==> src/sv/rbp_pkg.sv <==
// Shared types and codes for the record batch v2 byte parser.
// No dependencies; every other file of the block but rbp_ifs refers to this package by scoped names.
package rbp_pkg;

	// Status codes reported on each result item
	localparam logic [3:0] ST_OK            = 4'd0;
	localparam logic [3:0] ST_SHORT_COMMON  = 4'd1;
	localparam logic [3:0] ST_NO_MAGIC      = 4'd2;
	localparam logic [3:0] ST_BAD_MAGIC     = 4'd3;
	localparam logic [3:0] ST_SHORT_HDR     = 4'd4;
	localparam logic [3:0] ST_FIELD_MISSING = 4'd5;
	localparam logic [3:0] ST_NEG_HEADERS   = 4'd6;
	localparam logic [3:0] ST_BAD_LENGTH    = 4'd7;
	localparam logic [3:0] ST_PAST_DATA     = 4'd8;
	localparam logic [3:0] ST_REC_MISMATCH  = 4'd9;
	localparam logic [3:0] ST_LONG_VARINT   = 4'd10;

	// Byte role tags
	localparam logic [1:0] ROLE_FRAME = 2'd0;
	localparam logic [1:0] ROLE_KEY   = 2'd1;
	localparam logic [1:0] ROLE_VALUE = 2'd2;

	// Fixed batch layout
	localparam logic [5:0] COMMON_HDR_BYTES = 6'd16;
	localparam logic [5:0] BATCH_HDR_BYTES  = 6'd44;
	localparam logic [7:0] MAGIC_V2         = 8'd2;

	typedef struct packed {
		logic [7:0]  data_byte;
		logic        last_byte;
		logic [15:0] topic_id;
		logic [30:0] partition;
	} item_t;

	typedef struct packed {
		logic [7:0]  out_byte;
		logic [1:0]  byte_role;
		logic        record_end;
		logic        batch_end;
		logic [3:0]  parse_status;
		logic [15:0] out_topic_id;
		logic [30:0] out_partition;
	} result_t;

endpackage

==> src/sv/rbp_ifs.sv <==
// Valid/ready channel interfaces for the parser's input and result streams.
// No dependencies.
interface rbp_in_if;
	logic        valid;
	logic        ready;
	logic [7:0]  data_byte;
	logic        last_byte;
	logic [15:0] topic_id;
	logic [30:0] partition;

	modport source (output valid, output data_byte, output last_byte, output topic_id,
		output partition, input ready);
	modport sink (input valid, input data_byte, input last_byte, input topic_id,
		input partition, output ready);
endinterface

interface rbp_out_if;
	logic        valid;
	logic        ready;
	logic [7:0]  out_byte;
	logic [1:0]  byte_role;
	logic        record_end;
	logic        batch_end;
	logic [3:0]  parse_status;
	logic [15:0] out_topic_id;
	logic [30:0] out_partition;

	modport source (output valid, output out_byte, output byte_role, output record_end,
		output batch_end, output parse_status, output out_topic_id, output out_partition,
		input ready);
	modport sink (input valid, input out_byte, input byte_role, input record_end,
		input batch_end, input parse_status, input out_topic_id, input out_partition,
		output ready);
endinterface

==> src/sv/rbp_core.sv <==
// Parser state and per-byte next-state logic: each accepted item advances the parser by one step.
// Depends on rbp_pkg for item/result types and status codes.
module rbp_core #(
	parameter int LENGTH_BITS = 32
) (
	input  logic             clk,
	input  logic             arst_n,
	input  logic             take,
	input  rbp_pkg::item_t   item,
	output rbp_pkg::result_t result
);

	localparam int EW = LENGTH_BITS - 1;
	localparam logic [31:0] LEN_MAX = 32'((64'd1 << (LENGTH_BITS - 1)) - 64'd1);

	localparam logic [4:0] PH_COMMON = 5'd0;
	localparam logic [4:0] PH_MAGIC  = 5'd1;
	localparam logic [4:0] PH_BHDR   = 5'd2;
	localparam logic [4:0] PH_RLEN   = 5'd3;
	localparam logic [4:0] PH_ATTR   = 5'd4;
	localparam logic [4:0] PH_TS     = 5'd5;
	localparam logic [4:0] PH_OFFS   = 5'd6;
	localparam logic [4:0] PH_KLEN   = 5'd7;
	localparam logic [4:0] PH_KDATA  = 5'd8;
	localparam logic [4:0] PH_VLEN   = 5'd9;
	localparam logic [4:0] PH_VDATA  = 5'd10;
	localparam logic [4:0] PH_HCNT   = 5'd11;
	localparam logic [4:0] PH_HKLEN  = 5'd12;
	localparam logic [4:0] PH_HKDATA = 5'd13;
	localparam logic [4:0] PH_HVLEN  = 5'd14;
	localparam logic [4:0] PH_HVDATA = 5'd15;
	localparam logic [4:0] PH_ERROR  = 5'd16;

	logic [4:0]    phase_q, ph_d;
	logic [5:0]    hcnt_q, hcnt_d, hcnt_inc;
	logic [31:0]   acc_q, acc_d, acc_new, part;
	logic [3:0]    vcnt_q, vcnt_d, vcnt_inc, vmax;
	logic [6:0]    vsh;
	logic [31:0]   rec_q, rec_d;
	logic [EW-1:0] elem_q, elem_d, elem_dec;
	logic [30:0]   hdr_q, hdr_d, hdr_dec;
	logic [3:0]    stat_q, stat_d, stat_o;
	logic [31:0]   unz;
	logic          vdone, vover;
	logic          done_go, fin_go;
	logic [4:0]    done_lp;
	logic [1:0]    role;
	logic          rend;

	// Varint byte: place 7 bits at 7*count, decode zigzag of the completed value
	always_comb begin
		vsh      = {vcnt_q, 3'b000} - {3'b000, vcnt_q};
		part     = {25'd0, item.data_byte[6:0]} << vsh;
		acc_new  = acc_q | part;
		vcnt_inc = vcnt_q + 4'd1;
		vmax     = (phase_q == PH_TS) ? 4'd10 : 4'd5;
		vdone    = !item.data_byte[7];
		vover    = item.data_byte[7] && (vcnt_inc >= vmax);
		unz      = (acc_new >> 1) ^ {32{acc_new[0]}};
		hcnt_inc = hcnt_q + 6'd1;
		elem_dec = elem_q - EW'(1);
		hdr_dec  = hdr_q - 31'd1;
	end

	// Next state for one byte
	always_comb begin
		ph_d    = phase_q;
		hcnt_d  = hcnt_q;
		acc_d   = acc_q;
		vcnt_d  = vcnt_q;
		rec_d   = (phase_q >= PH_ATTR && phase_q <= PH_HVDATA) ? rec_q - 32'd1 : rec_q;
		elem_d  = elem_q;
		hdr_d   = hdr_q;
		stat_d  = stat_q;
		role    = rbp_pkg::ROLE_FRAME;
		rend    = 1'b0;
		done_go = 1'b0;
		fin_go  = 1'b0;
		done_lp = phase_q;
		stat_o  = rbp_pkg::ST_OK;

		// shared varint accumulation
		case (phase_q) inside
			PH_RLEN, PH_TS, PH_OFFS, PH_KLEN, PH_VLEN, PH_HCNT, PH_HKLEN, PH_HVLEN: begin
				if (vdone) begin
					acc_d  = '0;
					vcnt_d = '0;
				end else begin
					acc_d  = acc_new;
					vcnt_d = vcnt_inc;
					if (vover) begin
						stat_d = rbp_pkg::ST_LONG_VARINT;
						ph_d   = PH_ERROR;
					end
				end
			end
			default: ;
		endcase

		unique case (phase_q) inside
			PH_COMMON: begin
				if (hcnt_inc >= rbp_pkg::COMMON_HDR_BYTES) begin
					hcnt_d = '0;
					ph_d   = PH_MAGIC;
				end else begin
					hcnt_d = hcnt_inc;
				end
			end
			PH_MAGIC: begin
				if (item.data_byte == rbp_pkg::MAGIC_V2) begin
					hcnt_d = '0;
					ph_d   = PH_BHDR;
				end else begin
					stat_d = rbp_pkg::ST_BAD_MAGIC;
					ph_d   = PH_ERROR;
				end
			end
			PH_BHDR: begin
				if (hcnt_inc >= rbp_pkg::BATCH_HDR_BYTES) begin
					hcnt_d = '0;
					ph_d   = PH_RLEN;
				end else begin
					hcnt_d = hcnt_inc;
				end
			end
			PH_RLEN: begin
				if (vdone) begin
					rec_d = unz;
					ph_d  = PH_ATTR;
				end
			end
			PH_ATTR: ph_d = PH_TS;
			PH_TS: begin
				if (vdone) ph_d = PH_OFFS;
			end
			PH_OFFS: begin
				if (vdone) ph_d = PH_KLEN;
			end
			PH_KLEN, PH_VLEN, PH_HKLEN, PH_HVLEN: begin
				if (vdone) begin
					if (unz == '1 || unz == '0) begin
						done_go = 1'b1;
					end else if (unz[31]) begin
						stat_d = rbp_pkg::ST_BAD_LENGTH;
						ph_d   = PH_ERROR;
					end else if (unz > LEN_MAX) begin
						stat_d = rbp_pkg::ST_PAST_DATA;
						ph_d   = PH_ERROR;
					end else begin
						elem_d = unz[EW-1:0];
						ph_d   = phase_q + 5'd1;
					end
				end
			end
			PH_KDATA, PH_VDATA, PH_HKDATA, PH_HVDATA: begin
				if (phase_q == PH_KDATA) role = rbp_pkg::ROLE_KEY;
				else if (phase_q == PH_VDATA) role = rbp_pkg::ROLE_VALUE;
				elem_d = elem_dec;
				if (elem_dec == '0) begin
					done_go = 1'b1;
					done_lp = phase_q - 5'd1;
				end
			end
			PH_HCNT: begin
				if (vdone) begin
					if (unz[31]) begin
						stat_d = rbp_pkg::ST_NEG_HEADERS;
						ph_d   = PH_ERROR;
					end else if (unz == '0) begin
						fin_go = 1'b1;
					end else begin
						hdr_d = unz[30:0];
						ph_d  = PH_HKLEN;
					end
				end
			end
			default: ;
		endcase

		// element finished: step to the next field, or end the record after its last header
		if (done_go) begin
			unique case (done_lp) inside
				PH_KLEN:  ph_d = PH_VLEN;
				PH_VLEN:  ph_d = PH_HCNT;
				PH_HKLEN: ph_d = PH_HVLEN;
				default: begin
					hdr_d = hdr_dec;
					if (hdr_dec == '0) fin_go = 1'b1;
					else ph_d = PH_HKLEN;
				end
			endcase
		end

		// record finished: byte count must land on zero
		if (fin_go) begin
			if (rec_d != '0) begin
				stat_d = rbp_pkg::ST_REC_MISMATCH;
				ph_d   = PH_ERROR;
			end else begin
				rend = 1'b1;
				ph_d = PH_RLEN;
			end
		end

		if (stat_d != rbp_pkg::ST_OK) begin
			role = rbp_pkg::ROLE_FRAME;
			rend = 1'b0;
		end

		// status for a batch cut off at the last byte
		stat_o = stat_d;
		if (item.last_byte && stat_d == rbp_pkg::ST_OK) begin
			unique case (ph_d) inside
				PH_COMMON: stat_o = rbp_pkg::ST_SHORT_COMMON;
				PH_MAGIC:  stat_o = rbp_pkg::ST_NO_MAGIC;
				PH_BHDR:   stat_o = rbp_pkg::ST_SHORT_HDR;
				PH_RLEN:   stat_o = (vcnt_d != '0) ? rbp_pkg::ST_FIELD_MISSING : rbp_pkg::ST_OK;
				PH_KDATA, PH_VDATA, PH_HKDATA, PH_HVDATA: stat_o = rbp_pkg::ST_PAST_DATA;
				default:   stat_o = rbp_pkg::ST_FIELD_MISSING;
			endcase
		end
	end

	always_comb begin
		result.out_byte      = item.data_byte;
		result.byte_role     = role;
		result.record_end    = rend;
		result.batch_end     = item.last_byte;
		result.parse_status  = stat_o;
		result.out_topic_id  = item.topic_id;
		result.out_partition = item.partition;
	end

	// Parser state; the last byte of a batch returns everything to reset values
	always_ff @(posedge clk or negedge arst_n) begin
		if (!arst_n) begin
			phase_q <= PH_COMMON;
			hcnt_q  <= '0;
			acc_q   <= '0;
			vcnt_q  <= '0;
			rec_q   <= '0;
			elem_q  <= '0;
			hdr_q   <= '0;
			stat_q  <= rbp_pkg::ST_OK;
		end else if (take) begin
			if (item.last_byte) begin
				phase_q <= PH_COMMON;
				hcnt_q  <= '0;
				acc_q   <= '0;
				vcnt_q  <= '0;
				rec_q   <= '0;
				elem_q  <= '0;
				hdr_q   <= '0;
				stat_q  <= rbp_pkg::ST_OK;
			end else begin
				phase_q <= ph_d;
				hcnt_q  <= hcnt_d;
				acc_q   <= acc_d;
				vcnt_q  <= vcnt_d;
				rec_q   <= rec_d;
				elem_q  <= elem_d;
				hdr_q   <= hdr_d;
				stat_q  <= stat_d;
			end
		end
	end

endmodule

==> src/sv/rbp_out_buf.sv <==
// Two-entry result buffer (output register plus skid register) between parser and sink.
// Depends on rbp_pkg for the result type.
module rbp_out_buf (
	input  logic             clk,
	input  logic             arst_n,
	input  logic             push,
	input  rbp_pkg::result_t push_data,
	output logic             ready,
	output logic             out_valid,
	output rbp_pkg::result_t out_data,
	input  logic             pop
);

	logic             main_valid_q, skid_valid_q;
	rbp_pkg::result_t main_q, skid_q;

	assign ready     = !skid_valid_q;
	assign out_valid = main_valid_q;
	assign out_data  = main_q;

	// valid flags
	always_ff @(posedge clk or negedge arst_n) begin
		if (!arst_n) begin
			main_valid_q <= 1'b0;
			skid_valid_q <= 1'b0;
		end else if (pop) begin
			if (skid_valid_q) skid_valid_q <= 1'b0;
			else main_valid_q <= push;
		end else if (push) begin
			if (main_valid_q) skid_valid_q <= 1'b1;
			else main_valid_q <= 1'b1;
		end
	end

	// payload
	always_ff @(posedge clk) begin
		if (pop) begin
			if (skid_valid_q) main_q <= skid_q;
			else if (push) main_q <= push_data;
		end else if (push) begin
			if (main_valid_q) skid_q <= push_data;
			else main_q <= push_data;
		end
	end

endmodule

==> src/sv/record_batch_v2_parser.sv <==
// Record batch v2 parser, top level: one result item per input byte.
// A result is registered in the output buffer before it is offered; it waits there while the sink stalls.
// Throughput: one byte per cycle while the buffer's skid register is empty; the parser state updates once per byte.
// A two-entry output buffer keeps input accepted while one result waits at the sink.
// Reset (arst_n low, asynchronous): parser returns to the common header, buffer empties.
// Depends on rbp_pkg, rbp_ifs, rbp_core and rbp_out_buf.
module record_batch_v2_parser #(
	parameter int LENGTH_BITS = 32
) (
	input logic         clk,
	input logic         arst_n,
	rbp_in_if.sink      in_ch,
	rbp_out_if.source   out_ch
);

	rbp_pkg::item_t   item;
	rbp_pkg::result_t res, out_res;
	logic             take, buf_ready;

	assign item.data_byte = in_ch.data_byte;
	assign item.last_byte = in_ch.last_byte;
	assign item.topic_id  = in_ch.topic_id;
	assign item.partition = in_ch.partition;

	assign in_ch.ready = buf_ready;
	assign take        = in_ch.valid && buf_ready;

	rbp_core #(
		.LENGTH_BITS(LENGTH_BITS)
	) u_core (
		.clk    (clk),
		.arst_n (arst_n),
		.take   (take),
		.item   (item),
		.result (res)
	);

	rbp_out_buf u_obuf (
		.clk       (clk),
		.arst_n    (arst_n),
		.push      (take),
		.push_data (res),
		.ready     (buf_ready),
		.out_valid (out_ch.valid),
		.out_data  (out_res),
		.pop       (out_ch.valid && out_ch.ready)
	);

	assign out_ch.out_byte      = out_res.out_byte;
	assign out_ch.byte_role     = out_res.byte_role;
	assign out_ch.record_end    = out_res.record_end;
	assign out_ch.batch_end     = out_res.batch_end;
	assign out_ch.parse_status  = out_res.parse_status;
	assign out_ch.out_topic_id  = out_res.out_topic_id;
	assign out_ch.out_partition = out_res.out_partition;

endmodule

==> src/flat_wrapper.sv <==
// flat-port wrapper written by rule: the top's interface ports become plain ports
module record_batch_v2_parser_flat 
#(
	parameter int LENGTH_BITS = 32
)
  (clk, arst_n, in_ch_valid, in_ch_data_byte, in_ch_last_byte, in_ch_topic_id, in_ch_partition, in_ch_ready, out_ch_valid, out_ch_out_byte, out_ch_byte_role, out_ch_record_end, out_ch_batch_end, out_ch_parse_status, out_ch_out_topic_id, out_ch_out_partition, out_ch_ready);
  rbp_in_if in_ch_i ();
  rbp_out_if out_ch_i ();
  input logic clk;
  input logic arst_n;
  input wire logic [$bits(in_ch_i.valid)-1:0] in_ch_valid;
  input wire logic [$bits(in_ch_i.data_byte)-1:0] in_ch_data_byte;
  input wire logic [$bits(in_ch_i.last_byte)-1:0] in_ch_last_byte;
  input wire logic [$bits(in_ch_i.topic_id)-1:0] in_ch_topic_id;
  input wire logic [$bits(in_ch_i.partition)-1:0] in_ch_partition;
  output wire logic [$bits(in_ch_i.ready)-1:0] in_ch_ready;
  output wire logic [$bits(out_ch_i.valid)-1:0] out_ch_valid;
  output wire logic [$bits(out_ch_i.out_byte)-1:0] out_ch_out_byte;
  output wire logic [$bits(out_ch_i.byte_role)-1:0] out_ch_byte_role;
  output wire logic [$bits(out_ch_i.record_end)-1:0] out_ch_record_end;
  output wire logic [$bits(out_ch_i.batch_end)-1:0] out_ch_batch_end;
  output wire logic [$bits(out_ch_i.parse_status)-1:0] out_ch_parse_status;
  output wire logic [$bits(out_ch_i.out_topic_id)-1:0] out_ch_out_topic_id;
  output wire logic [$bits(out_ch_i.out_partition)-1:0] out_ch_out_partition;
  input wire logic [$bits(out_ch_i.ready)-1:0] out_ch_ready;
  assign in_ch_i.valid = in_ch_valid;
  assign in_ch_i.data_byte = in_ch_data_byte;
  assign in_ch_i.last_byte = in_ch_last_byte;
  assign in_ch_i.topic_id = in_ch_topic_id;
  assign in_ch_i.partition = in_ch_partition;
  assign in_ch_ready = in_ch_i.ready;
  assign out_ch_valid = out_ch_i.valid;
  assign out_ch_out_byte = out_ch_i.out_byte;
  assign out_ch_byte_role = out_ch_i.byte_role;
  assign out_ch_record_end = out_ch_i.record_end;
  assign out_ch_batch_end = out_ch_i.batch_end;
  assign out_ch_parse_status = out_ch_i.parse_status;
  assign out_ch_out_topic_id = out_ch_i.out_topic_id;
  assign out_ch_out_partition = out_ch_i.out_partition;
  assign out_ch_i.ready = out_ch_ready;
  record_batch_v2_parser #(.LENGTH_BITS(LENGTH_BITS)) u_core (.clk(clk), .arst_n(arst_n), .in_ch(in_ch_i), .out_ch(out_ch_i));
endmodule
==> config.mk <==
export PLATFORM = sky130hd
export DESIGN_NAME = record_batch_v2_parser_flat
export DESIGN_NICKNAME = d
export VERILOG_FILES = /design/src/sv/rbp_pkg.sv /design/src/sv/rbp_ifs.sv /design/src/sv/rbp_core.sv /design/src/sv/rbp_out_buf.sv /design/src/sv/record_batch_v2_parser.sv /design/src/flat_wrapper.sv
export SDC_FILE = /design/constraint.sdc
export NUM_CORES = 1
export LEC_CHECK = 0
export ABC_AREA = 0
export BUFFER_PORTS_ARGS = -buffer_cell sky130_fd_sc_hd__buf_2
export CAP_MARGIN = 15
export CELL_PAD_IN_SITES_DETAIL_PLACEMENT = 0
export CELL_PAD_IN_SITES_GLOBAL_PLACEMENT = 1
export CORE_UTILIZATION = 38
export DETAILED_ROUTE_END_ITERATION = 8
export PLACE_DENSITY = 0.64
export RECOVER_POWER = 25
export SYNTH_ARGS = -nofsm -noshare
export SYNTH_HDL_FRONTEND = slang
export SYNTH_SLANG_ARGS = --single-unit
==> constraint.sdc <==
create_clock -name clk -period 6.3 [get_ports clk]
set_input_delay 0.315 -clock clk [delete_from_list [all_inputs] [get_ports clk]]
set_output_delay 0.315 -clock clk [all_outputs]
set_load 0.02 [all_outputs]
==> flow_metrics.tcl, run 1 <==
set metrics [dict create \
    antenna_found_initial 1 \
    cts_buffer_depth 3 \
    fin_crit_ns 6.04 \
    grt_pass1_vias 17366 \
    min_period_over_period 0.959 \
    yosysUniqueCellTypes 105 \
    async_flop_share 0.538 \
    syn_area_per_cell_um2 8.53 \
    synth-main-ff-cell "dfrtp_1" \
    powerDensity_nw_per_um2 418 \
    clkLatencyLatePin_ns 0.56 \
    drive_above_1_share 0.108 \
    worst_slew_margin_rel -1.49 \
    grt_overflow 0 \
    final_nets 2416 \
    crit_path_max_fanout 16 \
    gp_congestion 0.947 \
    worstPathRequired_ns 6.67 \
    cts_buffers 35 \
    clk_pin_slew_ns 0.07 \
    cp-start-kind "flip-flop" \
    htreeDepth 2 \
    post_dp_cell_area_um2 20200 \
    drtIter0Drc 1516 \
    clock_skew_ns 0.0158 \
    synth_warnings 0 \
    worst_pin_slew_ns 3.74 \
    totalWireLength_mm 69.6 \
    clkSinkCount 273 \
    wl_per_cell_um 23.1 \
    drc_errors 0 \
    dp_hpwl_mm 48.9 \
    die-width_um 224 \
    grt_max_degree 78 \
    fin_area_um2 21700 \
    drv_slew 60 \
    synth_edf_count 126 \
    ys_ff_latch 273 \
    initial_utilization 0.388 \
    end_kind "flip-flop" \
    die_area_um2 50000 \
    port_buffers 124 \
    syn_area_um2 18700 \
    criticalPathCategory "flip-flop to flip-flop" \
    syn_to_final_growth_pct 16.1 \
    drv_cap 1 \
    avgViaCountPerCell 6.02 \
    hold_viol 0 \
    fmax_ghz 0.166 \
    grt_pass1_wl_mm 107 \
    syn_nets 2270 \
    ant_nets 0 \
    synthCells 2189 \
    core_area_um2 48100 \
    num_rows 80 \
    power.total_w 0.00906 \
    grtUsageTotal 0.277 \
    cp.arrival_ns 6.41 \
    violations "max-capacitance violations, max-slew violations" \
    cts_tree "built" \
    antenna_cells 0 \
    status "finished with violations" \
    ys_seq_area_frac 0.400 \
    cellLeakagePower_nw 8.53 \
    finalSetupViolCount 0 \
    hold_class "primary input to flip-flop" \
    dr.pass1.iters 5 \
    vdd_drop_max_mv 0.224 \
    cts_root_buf "clkbuf_16" \
    io_pins 125 \
    die_h_um 224 \
    vias 18154 \
]
-- state kept, by name (all words and copies together) (netlist names) --
name and count:
u_core.u_obuf.skid_valid_q 1, u_core.u_core.phase_q 5, u_core.u_obuf.out_valid 1, u_core.u_core.stat_q 4, u_core.u_obuf.skid_q 63, u_core.u_obuf.out_data 63, u_core.u_core.hdr_q 31, u_core.u_core.rec_q 32
u_core.u_core.hcnt_q 6, u_core.u_core.acc_q 32, u_core.u_core.vcnt_q 4, u_core.u_core.elem_q 31
-- critical path, stage by stage (launching register included) --
cell      delay [ns]
dfrtp_1         0.51
clkinv_1        0.15
ha_2            0.52
buf_4           0.26
nor4b_1         0.26
a211o_1         0.42
a31oi_1         0.16
buf_4           0.18
or4_1           0.49
o31a_1          0.30
or4b_4          0.57
o22ai_4         0.37
a21boi_0        0.35
or2_1           0.34
a21oi_1         0.37
o21ai_0         0.15
and2_1          0.21
o31ai_1         0.22
-- cells in the final DEF, fill, tap and decap left out, types with 66 or more instances in the layout --
cell,synthesis,routed
a21oi_1,141,138
buf_4,4,90
clkbuf_1,109,117
dfrtp_1,147,147
edfxtp_1,126,126
nand2_1,358,357
nand3_1,67,66
nor2_1,195,193
nor3_1,71,71
o21ai_0,155,155
-- report_power, final --
part | switching [W] | internal, W | leakage (nW)
logic | 0.00298 | 0.00147 | 4.79
registers | 0.000287 | 0.00231 | 3.19
clock network | 0.000821 | 0.00118 | 0.546
-- final timing paths --
path	cells past startpoint	startpoint	slack [ns]	endpoint
min in group asynchronous	2	arst_n	0.56	u_core.u_core.hdr_q[27]
setup / recovery	17	u_core.u_core.vcnt_q[3]	0.26	u_core.u_obuf.out_data[49]
setup reg to reg	17	u_core.u_core.vcnt_q[3]	0.26	u_core.u_obuf.out_data[49]
hold reg to reg	2	u_core.u_core.acc_q[19]	0.49	u_core.u_core.acc_q[19]
hold / removal	3	in_ch_valid	0.08	u_core.u_obuf.skid_valid_q
max in group asynchronous	3	arst_n	1.58	u_core.u_core.hcnt_q[2]
-- per-layer routing --
metal | track usage | routed length (µm)
met5 | 0 | 13
met4 | 0.0977 | 2140
met3 | 0.0352 | 3540
met2 | 0.437 | 31700
met1 | 0.390 | 32200
-- area by class of cell --
type | instances | area [µm²]
well taps | 656 | 821
repair buffers | 266 | 1680
inverters | 42 | 158
clock buffers | 48 | 986
flip-flops and latches | 273 | 7460
fillers | 4860 | 26500
clock inverters | 12 | 138
multi-input cells | 1717 | 10400
-- synth_stat cells, drive strengths merged, types with 28 or more instances --
library cell  count  share of area
nor4             38          0.014
buf              48          0.014
dfrtp           147           0.20
inv              40         0.0080
xnor2            65          0.030
edfxtp          126           0.20
nand2           359          0.072
nand3            68          0.018
nor2            195          0.039
nor3             76          0.022
a21oi           144          0.039
and3             28         0.0094
clkbuf          109          0.022
o21ai           160          0.043
-- stage by stage --
stage	hold WS (ns)	setup TNS (ns)	setup slack [ns]	std cells	util
6_report	0.0769	0	0.260	3014	0.450
5_1_grt	0.105	-0.0145	-0.0145	3014	0.450
4_1_cts	0.0488	0	0.207	3010	0.452
3_5_place_dp	0.178	0	0.246	2901	0.419
3_3_place_gp	0.176	0	0.391	2901	0.419
2_1_floorplan	0.0194	0	0.582	2189	-
-- repair_timing --
item | CTS | global route
buffers inserted | 0 | 4
endpoints found under the hold margin | 66 | 0
setup endpoints to repair | 0 | 6
hold buffers | 49 | 0
gates resized for setup | 0 | 2
-- cell families (layout without fill, tap and decap cells) --
kind of cell / after synthesis / in the layout / synth area share
AOI/OAI and AO/OA: 627 / 627 / 0.229
xor gates and xnor gates: 87 / 87 / 0.0412
adders and majority gates: 21 / 21 / 0.0141
buffers and inverters: 199 / 368 / 0.0447
DFF: 273 / 273 / 0.400
muxes: 33 / 33 / 0.0224
and+or+nand+nor: 949 / 949 / 0.249
No activity file was read; power rests on OpenSTA's default activity.
==> inputs of run 2 (changes only) <==
- BUFFER_PORTS_ARGS: -buffer_cell sky130_fd_sc_hd__buf_2 -> -buffer_cell sky130_fd_sc_hd__buf_4
- CELL_PAD_IN_SITES_DETAIL_PLACEMENT: 0 -> 1
==> run 2 against run 1 <==
Compared with the run above:
- the flow still finishes with violations (max-capacitance violations, max-slew violations)
- flip-flop and latch count unchanged
- clock-buffer cell count is 1 lower
- utilization rose by 0.88 points
- non-clock buffer count increased by 13
- maximum frequency is 0.78% lower
- cell area up 2.0%
- critical path type unchanged
- critical endpoint is now u_core.u_obuf.out_data[48]
- highest routed layer is now met4
==> flow_metrics.tcl, run 2 (same netlist as run 1, synthesis figures left out) <==
set metrics [dict create \
    status "finished with violations" \
    violations "max-capacitance violations, max-slew violations" \
    dr.pass1.iters 7 \
    worstHoldStart "in_ch_valid" \
    core_area_um2 48100 \
    fin_crit_ns 6.09 \
    critPathLaunch "u_core.u_core.vcnt_q[3]" \
    antenna_found_initial 1 \
    die_area_um2 50000 \
    port_buffers 124 \
    clkLatencyLatePin_ns 0.55 \
    criticalPathCategory "flip-flop to flip-flop" \
    worst_slew_margin_rel -2.20 \
    drtIter0Drc 1488 \
    totalWireLength_mm 74.1 \
    worstReg2RegStart "u_core.u_core.vcnt_q[3]" \
    cellLeakagePower_nw 8.88 \
    io_pins 125 \
    mostFrequentLayoutCells "nand2_1, nor2_1, buf_4" \
    nFillCells 5657 \
    clock_skew_ns 0.0176 \
    use_met2 0.478 \
    hold_viol 0 \
    cts_tree "built" \
    final_common_cell "nand2_1" \
    end_kind "flip-flop" \
    grt_pass1_wl_mm 114 \
    cts_buffer_depth 3 \
    final_nets 2428 \
    use_met3 0.0374 \
    num_rows 80 \
    vias 18486 \
    avgViaCountPerCell 6.11 \
    grt_overflow 0 \
    fin_hold_ws_ns 0.0653 \
    grt_max_degree 92 \
    ant_nets 0 \
    grt_pass1_vias 18546 \
    worst_pin_slew_ns 4.80 \
    finalSetupViolCount 0 \
    powerDensity_nw_per_um2 417 \
    vdd_drop_max_mv 0.188 \
    drive_above_1_share 0.146 \
    initial_utilization 0.388 \
    use_met1 0.404 \
    grt-busiest-layer "met2" \
    cts_root_buf "clkbuf_16" \
    dp_hpwl_mm 51.9 \
    fmax_ghz 0.164 \
    cp.arrival_ns 6.46 \
    worstPathRequired_ns 6.68 \
    drv_slew 92 \
    clk_pin_slew_ns 0.06 \
    crit_path_max_fanout 12 \
    ff_latch_area_um2 7460 \
    multi_input_area_um2 10400 \
    gp_congestion 0.932 \
    post-place-ws_ns 0.171 \
    wl_per_cell_um 24.5 \
    die-width_um 224 \
    hold_class "primary input to flip-flop" \
    antenna_cells 0 \
    die_h_um 224 \
    drc_errors 0 \
    cp-start-kind "flip-flop" \
    min_period_over_period 0.966 \
    clkSinkCount 273 \
    syn_to_final_growth_pct 18.3 \
    drv_cap 1 \
    setup_tns_ns 0 \
    grtUsageTotal 0.294 \
    setup_slack_ns 0.212 \
    htreeDepth 2 \
    cts_buffers 34 \
]
[run 2: cell count changes in the layout (fill, tap and decap cells not counted), sizes merged]
cell           delta
buf              +62
bufinv            -2
clkbuf           -53
clkdlybuf4s25     +1
clkinv            +5
dlygate4sd3       +2
inv               -2
[run 2: path summary, 6_finish.rpt]
kind / slack [ns] / endpoint / cells after the start
max in group asynchronous: 1.32 / u_core.u_core.elem_q[10] / 2
setup reg to reg: 0.21 / u_core.u_obuf.out_data[48] / 19
hold / removal: 0.07 / u_core.u_obuf.skid_valid_q / 3
hold reg to reg: 0.49 / u_core.u_core.acc_q[17] / 2
setup / recovery: 0.21 / u_core.u_obuf.out_data[48] / 19
min in group asynchronous: 2.25 / u_core.u_core.hdr_q[27] / 2
[run 2: timing repair]
item                                    CTS  global route
hold endpoints to repair                140             0
resized for setup                         0             7
hold buffers                             51             0
setup buffers                             0             3
endpoints found under the setup margin    0            25
[run 2: cell type report]
cell class / instances / area share
Clock inverter: 13 / 0.00402
Clock buffer: 47 / 0.0439
Timing Repair Buffer: 279 / 0.0974
Tap cell: 656 / 0.0371
Multi-Input combinational cell: 1717 / 0.473
Sequential cell: 273 / 0.338
Inverter: 42 / 0.00713
[run 2: routing by layer]
metal  wire [µm]  share of wire
met5           0              0
met4        2290          0.031
met3        3770          0.051
met2       34700           0.47
met1       33400           0.45
[run 2: per-stage QoR]
| step | power, W | cells | util | area, µm² |
|---|---|---|---|---|
| final | 0.00921 | 3027 | 0.459 | 22100 |
| after global routing | 0.00972 | 3027 | 0.459 | 22100 |
| after global placement | 0.00718 | 2913 | 0.427 | 20600 |
| after floorplan | 0.00555 | 2189 | - | 18700 |
| after detailed placement | 0.00724 | 2913 | 0.427 | 20600 |
| after CTS | 0.00923 | 3024 | 0.460 | 22100 |
[run 2: report_power, final]
group | internal, W | switching (W)
combinational | 0.00163 | 0.00305
sequential | 0.00231 | 0.000317
clock | 0.00108 | 0.000816
[run 2: critical path: stages, from the launching register on]
cell and delay (ns):
dfrtp_1 0.49, clkinv_1 0.29, ha_1 0.46, buf_4 0.21, nor3b_1 0.33, a311oi_2 0.11
buf_4 0.20, nor3_4 0.38, a21oi_2 0.13, or2_2 0.33, o41ai_1 0.46, or4b_4 0.56
o22ai_4 0.29, buf_4 0.22, o31ai_1 0.06, o21bai_1 0.19, or4b_4 0.56, nor4_1 0.28
a21oi_1 0.14, o31ai_2 0.23
